==> config.mk <==
export PLATFORM = sky130hd
export DESIGN_NAME = c8_ctrl
export DESIGN_NICKNAME = d
export VERILOG_FILES = /design/src/hw/rtl/c8_pkg.sv /design/src/hw/rtl/c8_ctrl.sv
export SDC_FILE = /design/constraint.sdc
export NUM_CORES = 1
export LEC_CHECK = 0
export ABC_AREA = 1
export BUFFER_PORTS_ARGS = -buffer_cell sky130_fd_sc_hd__buf_2
export CELL_PAD_IN_SITES_DETAIL_PLACEMENT = 1
export CELL_PAD_IN_SITES_GLOBAL_PLACEMENT = 1
export CORE_ASPECT_RATIO = 0.5
export CORE_MARGIN = 1
export CORE_UTILIZATION = 44
export DETAILED_ROUTE_END_ITERATION = 6
export MAX_ROUTING_LAYER = met4
export PLACE_DENSITY_LB_ADDON = 0.15
export SYNTH_ARGS = -nofsm -noshare
export SYNTH_HDL_FRONTEND = slang
export SYNTH_SLANG_ARGS = --single-unit
==> constraint.sdc <==
create_clock -name clock -period 2.28 [get_ports clock]
set_input_delay 0.114 -clock clock [delete_from_list [all_inputs] [get_ports clock]]
set_output_delay 0.114 -clock clock [all_outputs]
set_load 0.02 [all_outputs]
==> src/hw/rtl/c8_pkg.sv <==
// Shared constants, types and the font table of the CHIP-8 core.
package c8_pkg;

   localparam int MemAddrWidth = 12;
   localparam int MemBytes = 4096;
   localparam int DefStackDepth = 16;
   localparam int ScreenWidth = 64;
   localparam int ScreenHeight = 32;
   localparam int RowWidth = 5;

   localparam logic [11:0] PROG_START = 12'h200;
   localparam logic [11:0] FONT_BASE = 12'h050;
   localparam logic [11:0] FONT_END = 12'h0A0;
   localparam logic [11:0] ADDR_LAST = 12'hFFF;

   localparam logic [1:0] MODE_WRITE = 2'd0;
   localparam logic [1:0] MODE_EXEC = 2'd1;
   localparam logic [1:0] MODE_TICK = 2'd2;
   localparam logic [1:0] MODE_ROW = 2'd3;

   localparam logic [15:0] OP_CLS = 16'h00E0;
   localparam logic [15:0] OP_RET = 16'h00EE;

   localparam logic [3:0] GRP_JUMP = 4'h1;
   localparam logic [3:0] GRP_CALL = 4'h2;
   localparam logic [3:0] GRP_SEQ_K = 4'h3;
   localparam logic [3:0] GRP_SNE_K = 4'h4;
   localparam logic [3:0] GRP_SEQ_R = 4'h5;
   localparam logic [3:0] GRP_LOAD_K = 4'h6;
   localparam logic [3:0] GRP_ADD_K = 4'h7;
   localparam logic [3:0] GRP_ALU = 4'h8;
   localparam logic [3:0] GRP_SNE_R = 4'h9;
   localparam logic [3:0] GRP_SET_I = 4'hA;
   localparam logic [3:0] GRP_JUMP_OFS = 4'hB;
   localparam logic [3:0] GRP_RAND = 4'hC;
   localparam logic [3:0] GRP_DRAW = 4'hD;
   localparam logic [3:0] GRP_KEY = 4'hE;
   localparam logic [3:0] GRP_MISC = 4'hF;

   localparam logic [3:0] ALU_MOV = 4'h0;
   localparam logic [3:0] ALU_OR = 4'h1;
   localparam logic [3:0] ALU_AND = 4'h2;
   localparam logic [3:0] ALU_XOR = 4'h3;
   localparam logic [3:0] ALU_ADD = 4'h4;
   localparam logic [3:0] ALU_SUB = 4'h5;
   localparam logic [3:0] ALU_SHR = 4'h6;
   localparam logic [3:0] ALU_SUBN = 4'h7;
   localparam logic [3:0] ALU_SHL = 4'hE;

   localparam logic [7:0] KEY_DOWN = 8'h9E;
   localparam logic [7:0] KEY_UP = 8'hA1;
   localparam logic [7:0] MISC_GET_DELAY = 8'h07;
   localparam logic [7:0] MISC_WAIT_KEY = 8'h0A;
   localparam logic [7:0] MISC_SET_DELAY = 8'h15;
   localparam logic [7:0] MISC_SET_SOUND = 8'h18;
   localparam logic [7:0] MISC_ADD_I = 8'h1E;
   localparam logic [7:0] MISC_FONT = 8'h29;
   localparam logic [7:0] MISC_BCD = 8'h33;
   localparam logic [7:0] MISC_STORE = 8'h55;
   localparam logic [7:0] MISC_LOAD = 8'h65;

   localparam logic [1:0] CSR_LOGIC_CLEAR = 2'd0;
   localparam logic [1:0] CSR_SHIFT_VY = 2'd1;
   localparam logic [1:0] CSR_BULK_ADV = 2'd2;
   localparam logic [1:0] CSR_JUMP_VX = 2'd3;

   typedef enum logic [4:0] {
      CMD_CLEAR, CMD_ACCEPT, CMD_DISPATCH, CMD_WRITE, CMD_TICK, CMD_ROW,
      CMD_FETCH_HI, CMD_FETCH_LO, CMD_READ_X, CMD_READ_Y, CMD_EXEC,
      CMD_WRITE_F, CMD_POP, CMD_DRAW_RD, CMD_DRAW_WR, CMD_BCD,
      CMD_STORE_RD, CMD_STORE_WR, CMD_LOAD_RD, CMD_LOAD_WR, CMD_ADV_INDEX,
      CMD_FINISH
   } cmd_op_type;

   typedef enum logic [2:0] {
      KIND_SIMPLE, KIND_FLAG, KIND_POP, KIND_DRAW, KIND_BCD, KIND_STORE, KIND_LOAD
   } kind_type;

   typedef struct packed {
      cmd_op_type op;
   } cmd_type;

   typedef struct packed {
      logic       clear_done;
      logic       req_valid;
      logic [1:0] mode;
      logic       halted;
      kind_type   kind;
      logic       loop_done;
      logic       rsp_free;
   } status_type;

   localparam logic [7:0] HEX_GLYPHS [80] = '{
      8'hF0, 8'h90, 8'h90, 8'h90, 8'hF0, 8'h20, 8'h60, 8'h20, 8'h20, 8'h70,
      8'hF0, 8'h10, 8'hF0, 8'h80, 8'hF0, 8'hF0, 8'h10, 8'hF0, 8'h10, 8'hF0,
      8'h90, 8'h90, 8'hF0, 8'h10, 8'h10, 8'hF0, 8'h80, 8'hF0, 8'h10, 8'hF0,
      8'hF0, 8'h80, 8'hF0, 8'h90, 8'hF0, 8'hF0, 8'h10, 8'h20, 8'h40, 8'h40,
      8'hF0, 8'h90, 8'hF0, 8'h90, 8'hF0, 8'hF0, 8'h90, 8'hF0, 8'h10, 8'hF0,
      8'hF0, 8'h90, 8'hF0, 8'h90, 8'h90, 8'hE0, 8'h90, 8'hE0, 8'h90, 8'hE0,
      8'hF0, 8'h80, 8'h80, 8'h80, 8'hF0, 8'hE0, 8'h90, 8'h90, 8'h90, 8'hE0,
      8'hF0, 8'h80, 8'hF0, 8'h80, 8'hF0, 8'hF0, 8'h80, 8'hF0, 8'h80, 8'h80
   };

   // Power-on content of one memory byte: the font, zero elsewhere.
   function automatic logic [7:0] boot_byte(input logic [11:0] addr);
      logic [11:0] ofs;
      begin
         ofs = addr - FONT_BASE;
         if (addr >= FONT_BASE && addr < FONT_END) begin
            boot_byte = HEX_GLYPHS[ofs[6:0]];
         end else begin
            boot_byte = 8'h00;
         end
      end
   endfunction

endpackage

==> src/hw/rtl/c8_ctrl.sv <==
// Sequencer state machine of the CHIP-8 core.
module c8_ctrl (
   input  logic                clock,
   input  logic                reset,
   input  c8_pkg::status_type  status,
   output c8_pkg::cmd_type     cmd
);
   import c8_pkg::*;

   typedef enum logic [21:0] {
      ST_CLEAR    = 22'h000001,
      ST_IDLE     = 22'h000002,
      ST_DISPATCH = 22'h000004,
      ST_WRITE    = 22'h000008,
      ST_TICK     = 22'h000010,
      ST_ROW      = 22'h000020,
      ST_FETCH_HI = 22'h000040,
      ST_FETCH_LO = 22'h000080,
      ST_READ_X   = 22'h000100,
      ST_READ_Y   = 22'h000200,
      ST_EXEC     = 22'h000400,
      ST_WRITE_F  = 22'h000800,
      ST_POP      = 22'h001000,
      ST_DRAW_RD  = 22'h002000,
      ST_DRAW_WR  = 22'h004000,
      ST_BCD      = 22'h008000,
      ST_STORE_RD = 22'h010000,
      ST_STORE_WR = 22'h020000,
      ST_LOAD_RD  = 22'h040000,
      ST_LOAD_WR  = 22'h080000,
      ST_ADV      = 22'h100000,
      ST_FINISH   = 22'h200000
   } state_type;

   state_type state_ff, state_in;

   always_comb begin
      state_in = state_ff;
      cmd.op = CMD_FINISH;
      unique case (state_ff)
         ST_CLEAR: begin
            cmd.op = CMD_CLEAR;
            if (status.clear_done) state_in = ST_IDLE;
         end
         ST_IDLE: begin
            cmd.op = CMD_ACCEPT;
            if (status.req_valid) state_in = ST_DISPATCH;
         end
         ST_DISPATCH: begin
            cmd.op = CMD_DISPATCH;
            unique case (status.mode)
               MODE_WRITE: state_in = ST_WRITE;
               MODE_EXEC:  state_in = status.halted ? ST_FINISH : ST_FETCH_HI;
               MODE_TICK:  state_in = ST_TICK;
               default:    state_in = ST_ROW;
            endcase
         end
         ST_WRITE: begin
            cmd.op = CMD_WRITE;
            state_in = ST_FINISH;
         end
         ST_TICK: begin
            cmd.op = CMD_TICK;
            state_in = ST_FINISH;
         end
         ST_ROW: begin
            cmd.op = CMD_ROW;
            state_in = ST_FINISH;
         end
         ST_FETCH_HI: begin
            cmd.op = CMD_FETCH_HI;
            state_in = ST_FETCH_LO;
         end
         ST_FETCH_LO: begin
            cmd.op = CMD_FETCH_LO;
            state_in = ST_READ_X;
         end
         ST_READ_X: begin
            cmd.op = CMD_READ_X;
            state_in = ST_READ_Y;
         end
         ST_READ_Y: begin
            cmd.op = CMD_READ_Y;
            state_in = ST_EXEC;
         end
         ST_EXEC: begin
            cmd.op = CMD_EXEC;
            unique case (status.kind)
               KIND_FLAG:  state_in = ST_WRITE_F;
               KIND_POP:   state_in = ST_POP;
               KIND_DRAW:  state_in = ST_DRAW_RD;
               KIND_BCD:   state_in = ST_BCD;
               KIND_STORE: state_in = ST_STORE_RD;
               KIND_LOAD:  state_in = ST_LOAD_RD;
               default:    state_in = ST_FINISH;
            endcase
         end
         ST_WRITE_F: begin
            cmd.op = CMD_WRITE_F;
            state_in = ST_FINISH;
         end
         ST_POP: begin
            cmd.op = CMD_POP;
            state_in = ST_FINISH;
         end
         ST_DRAW_RD: begin
            cmd.op = CMD_DRAW_RD;
            state_in = status.loop_done ? ST_WRITE_F : ST_DRAW_WR;
         end
         ST_DRAW_WR: begin
            cmd.op = CMD_DRAW_WR;
            state_in = ST_DRAW_RD;
         end
         ST_BCD: begin
            cmd.op = CMD_BCD;
            if (status.loop_done) state_in = ST_FINISH;
         end
         ST_STORE_RD: begin
            cmd.op = CMD_STORE_RD;
            state_in = ST_STORE_WR;
         end
         ST_STORE_WR: begin
            cmd.op = CMD_STORE_WR;
            state_in = status.loop_done ? ST_ADV : ST_STORE_RD;
         end
         ST_LOAD_RD: begin
            cmd.op = CMD_LOAD_RD;
            state_in = ST_LOAD_WR;
         end
         ST_LOAD_WR: begin
            cmd.op = CMD_LOAD_WR;
            state_in = status.loop_done ? ST_ADV : ST_LOAD_RD;
         end
         ST_ADV: begin
            cmd.op = CMD_ADV_INDEX;
            state_in = ST_FINISH;
         end
         ST_FINISH: begin
            cmd.op = CMD_FINISH;
            if (status.rsp_free) state_in = ST_IDLE;
         end
         default: begin
            cmd.op = CMD_FINISH;
            state_in = ST_IDLE;
         end
      endcase
   end

   always_ff @(posedge clock) begin
      if (reset) begin
         state_ff <= ST_CLEAR;
      end else begin
         state_ff <= state_in;
      end
   end

endmodule

### Word-level counts from Yosys, hierarchy flattened

Cells that the tools add are included.

* bits in registers: 22
* memory bits (writable): 0
* latch bits: 0
* bits of input ports: 12
* bits in read-only memories: 0
* output and inout bits: 5
* memories: 0
* logic and storage cells: 50

* multiplexer cells: 12
* bitwise logic cells: 0
* order comparisons: 0
* $add $sub $neg: 0
* reduce and logical (&&, ||, !) cells: 3
* divide/modulo/power cells: 0
* shift-type cells: 0
* equal/unequal tests: 34
* multiply operators: 0

Operators with widths (count)
* case mux 22 bit (17 select lines): 1
* case mux 22 bit (6 select lines): 1
* 2-to-1 mux 22 bit: 5
* case mux 5 bit (21 select lines): 1
* case mux 22 bit (3 select lines): 1
* 2-to-1 mux 21 bit: 2
* equality test 22 x 1 -> 1 bit, second input constant: 1
* equality test 22 x 10 -> 1 bit, second input constant: 1
* equality test 22 x 11 -> 1 bit, second input constant: 1
* equality test 22 x 12 -> 1 bit, second input constant: 1
* equality test 22 x 13 -> 1 bit, second input constant: 1
* equality test 22 x 14 -> 1 bit, second input constant: 1
* equality test 22 x 15 -> 1 bit, second input constant: 1
* equality test 22 x 16 -> 1 bit, second input constant: 1
* equality test 22 x 17 -> 1 bit, second input constant: 1
* equality test 22 x 18 -> 1 bit, second input constant: 1
* equality test 22 x 19 -> 1 bit, second input constant: 1
* equality test 22 x 2 -> 1 bit, second input constant: 1
* equality test 22 x 20 -> 1 bit, second input constant: 1
* equality test 22 x 21 -> 1 bit, second input constant: 1
* equality test 22 bit, second input constant: 1
* equality test 22 x 3 -> 1 bit, second input constant: 1
* equality test 22 x 4 -> 1 bit, second input constant: 1
* equality test 22 x 5 -> 1 bit, second input constant: 1
* other kinds (14): 20

### Logic depth before layout (Yosys ltp)

* word-level depth: 3
* mapped depth: 11
* gate-level depth less buffers: 11

### Worst setup path after synthesis

OpenSTA, ideal clock, no wires.

* path kind: reg-to-output
* start: register state_ff[12]
* end: output cmd[2] (netlist bit)
* path buffers: 1
* arrival time: 1402 ps
* cell stages (with the launch flop): 10
* data required time: 2166 ps
* slack: 764 ps
* path through: dfxtp_1 nor2_2 nand2_4 nor2_8 buf_6 nand4_1 nand3_1 nor2_1 nand3_2 nand2_1

RTL lines
* start: declaration: line c8_ctrl.sv:35 `state_type state_ff, state_in;`
* start signal: assignment: line c8_ctrl.sv:153 `state_ff <= state_in;`
* end: declaration: line c8_ctrl.sv:6 `output c8_pkg::cmd_type cmd`

==> flow_summary.yaml <==
yosys:
  yosysSeqAreaShare: 0.259
  syn-num-nets: 281
  ys_types: 29
  netlist.top_cell.by_area: "dfxtp_1"
  synth_warnings: 0
  syn_area_um2: 1700
  yosysTopAreaCellShare: 0.259
  avgSynthCellArea_um2: 6.32
  ys_ff_latch: 22
  yosys-top-cells-area: "dfxtp_1 (26%), nor2_1 (11%), nand3_1 (9.4%), nand2_1 (9.3%), inv_1 (8.4%)"
  syn_inst: 269
place:
  gp_congestion: 0.918
  port_buffers: 16
  placed_area_um2: 1830
  dp_hpwl_um: 4260
layout:
  reg_top3: "state_ff x22"
  syn2layout_area_growth_pct: 14.4
  n_antenna_cell: 0
  layout.nets: 304
  largest-register: "state_ff"
  largest_reg_flops: 22
  design_area_um2: 1940
  fill_cells: 520
  drive_gt1_frac: 0.210
critical_path:
  max_stage_delay_ps: 360
  critical_path.top_delay_family: "simple AND/OR/NAND/NOR gates"
  crit_path_top_delay_cell: "dfxtp_1"
  r2r_start: "state_ff[15]"
  r2r_slack_ps: 460
  cp.buffers_inverters: 3
  setup.worst_path.start: "state_ff[1]"
  worst_setup_path_start_kind: "register"
  arrival_ps: 2050
  critical_path_depth: 11
  required_ps: 2170
  crit_chain: "nor2_2, nand2_2, nor2_8, nand2_4, inv_6, nand4_1, buf_4, nand4_1, nor3_1, nand2_1, buf_2"
  worst_r2r_endpoint: "state_ff[21]"
  worstSetupEndpointType: "output pin"
  cpMostUsedCell: "nand4_1"
  cp-endpoint: "cmd[2]"
  crit_fanout: 10
  critical_path_class: "register to output pin"
  rr_worst_depth: 10
route:
  drt-initial-drc-count: 59
  antenna_left: 0
  via_per_inst: 5.48
  wire_per_inst_um: 16.1
  drc: 0
  vias: 1874
  drt_pre_antenna_iters: 4
  drt_wl_total_um: 5510
grt:
  grt_max_degree: 18
  first_global_vias: 1705
  grt_pass1_wl_um: 8410
  grt_antenna_before_repair: 0
  grt_use_total: 0.282
  grt.overflow.total: 0
clock_network:
  root_buffer: "clkbuf_8"
  clkSinkCount: 22
  clockBufferDepth: 2
  clkTransAtPathRegs_ps: 90
  cts_tree: "built"
  cts_buffers: 3
  htreeDepth: 1
  insertion_delay_ps: 270
  hold_buffers: 0
sta:
  finalMaxSlewViolations: 0
  finalSetupViolCount: 0
  worst_pin_slew_ps: 346
  whs_ps: 4.59
  relSlewSlack: 0.768
  finalCritPeriodShare: 0.951
  hold_violations: 0
  finalClockSkew_ps: 4.83
  fin_crit_ps: 2170
  max_freq_mhz: 461
floorplan:
  die_w_um: 89.9
  initial_core_util: 0.476
  dieArea_um2: 4130
  num_rows: 15
  top_level_ports: 17
  die_h_um: 45.9
  core-area_um2: 3570
run_status:
  status: "finished, final reports clean"
min_path:
  hp-class: "input port to register"
power:
  p_leak_nw: 1.05
  ir_drop_v: 0.000223
  power_density_nw_per_um2: 514
run:
  cap_violations: 0
==> logic make-up (layout without fill, tap and decap cells) <==
family / after synthesis / count (layout) / synth area share
and+or+nand+nor: 184 / 184 / 0.575
AOI/OAI and AO/OA: 17 / 17 / 0.0567
DFF: 22 / 22 / 0.259
buffers and inverters: 46 / 68 / 0.109
==> worst reg2reg max path: stages, from the launching register on <==
cell and delay (ps):
dfxtp_1 350, nor2_2 190, nand2_4 120, nor2_8 220, buf_4 170, nand3_2 150
nor2_1 170, nand3_1 150, o21ai_0 110, nor2_1 70, nor2_1 80
==> worst min path at each step <==
stage / to / depth (start not counted) / from / slack (ps)
detailed placement: state_ff[6] / 2 / status[5] / 300
CTS: state_ff[6] / 2 / status[5] / 1
floorplan: state_ff[3] / 1 / status[7] / 190
global route: state_ff[6] / 2 / status[5] / 9
finish: state_ff[6] / 2 / status[5] / 5
global placement: state_ff[6] / 2 / status[5] / 290
==> metal layers <==
metal / GRT usage / routed length [um] / vias to the layer above
met2: 0.466 / 2480 / 54
met5: - / 0 / -
met1: 0.374 / 2670 / 892
met4: 0.0387 / 24 / 0
li1: - / - / 924
met3: 0.0517 / 331 / 4
==> through the flow <==
| stage | std cells | power (mW) | setup WS [ps] | TNS (ps) | util |
|---|---|---|---|---|---|
| floorplan | 269 | 0.561 | 764 | 0 | - |
| global placement | 334 | 0.615 | 434 | 0 | 0.513 |
| detailed placement | 334 | 0.622 | 400 | 0 | 0.513 |
| CTS | 338 | 0.998 | 87.2 | 0 | 0.533 |
| global route | 342 | 1.03 | -6.73 | -6.73 | 0.545 |
| finish | 342 | 1.00 | 112 | 0 | 0.545 |
==> power breakdown <==
group	switching [mW]	internal (mW)
combinational	0.151	0.0685
clock	0.145	0.235
sequential	0.00839	0.392
==> cell usage in the layout, fill, tap and decap left out, drive strengths merged, types with 2 or more instances in the layout <==
cell type | synthesis | final
nand3b | 2 | 2
nor2 | 66 | 66
nor3 | 12 | 12
dfxtp | 22 | 22
buf | 1 | 20
a31oi | 2 | 2
o21ai | 9 | 9
clkbuf | 1 | 3
a21oi | 2 | 2
nand3 | 37 | 37
nor4 | 3 | 3
nand4 | 13 | 13
inv | 43 | 43
nand2 | 50 | 50
==> final cells by class <==
class / instances / area, um^2 / share of cell area
clock inverters: 1 / 30.0 / 0.0154
well taps: 51 / 63.8 / 0.0328
repair buffers: 20 / 110 / 0.0566
inverters: 44 / 170 / 0.0875
clock buffers: 3 / 41.3 / 0.0212
flip-flops and latches: 22 / 440 / 0.227
multi-input cells: 201 / 1090 / 0.560
==> Yosys cell counts <==
library cell,n
a211oi_1,1
a21oi_1,2
a31oi_1,2
buf_6,1
clkbuf_1,1
clkinv_1,1
dfxtp_1,22
inv_1,38
inv_2,4
inv_6,1
nand2_1,42
nand2_2,4
nand2_4,4
nand3_1,32
nand3_2,5
nand3b_1,2
nand4_1,13
nor2_1,50
nor2_2,9
nor2_4,3
nor2_8,4
nor3_1,12
nor4_1,3
o211ai_1,1
o21ai_0,7
o21ai_1,2
o22ai_1,1
o31ai_1,1
or2_2,1
==> repair_timing <==
action                                  in CTS  in global routing
setup buffers                                0                  4
endpoints found under the setup margin       0                  3
gates resized for setup                      0                  4
Power figures use the tool's default switching activity.
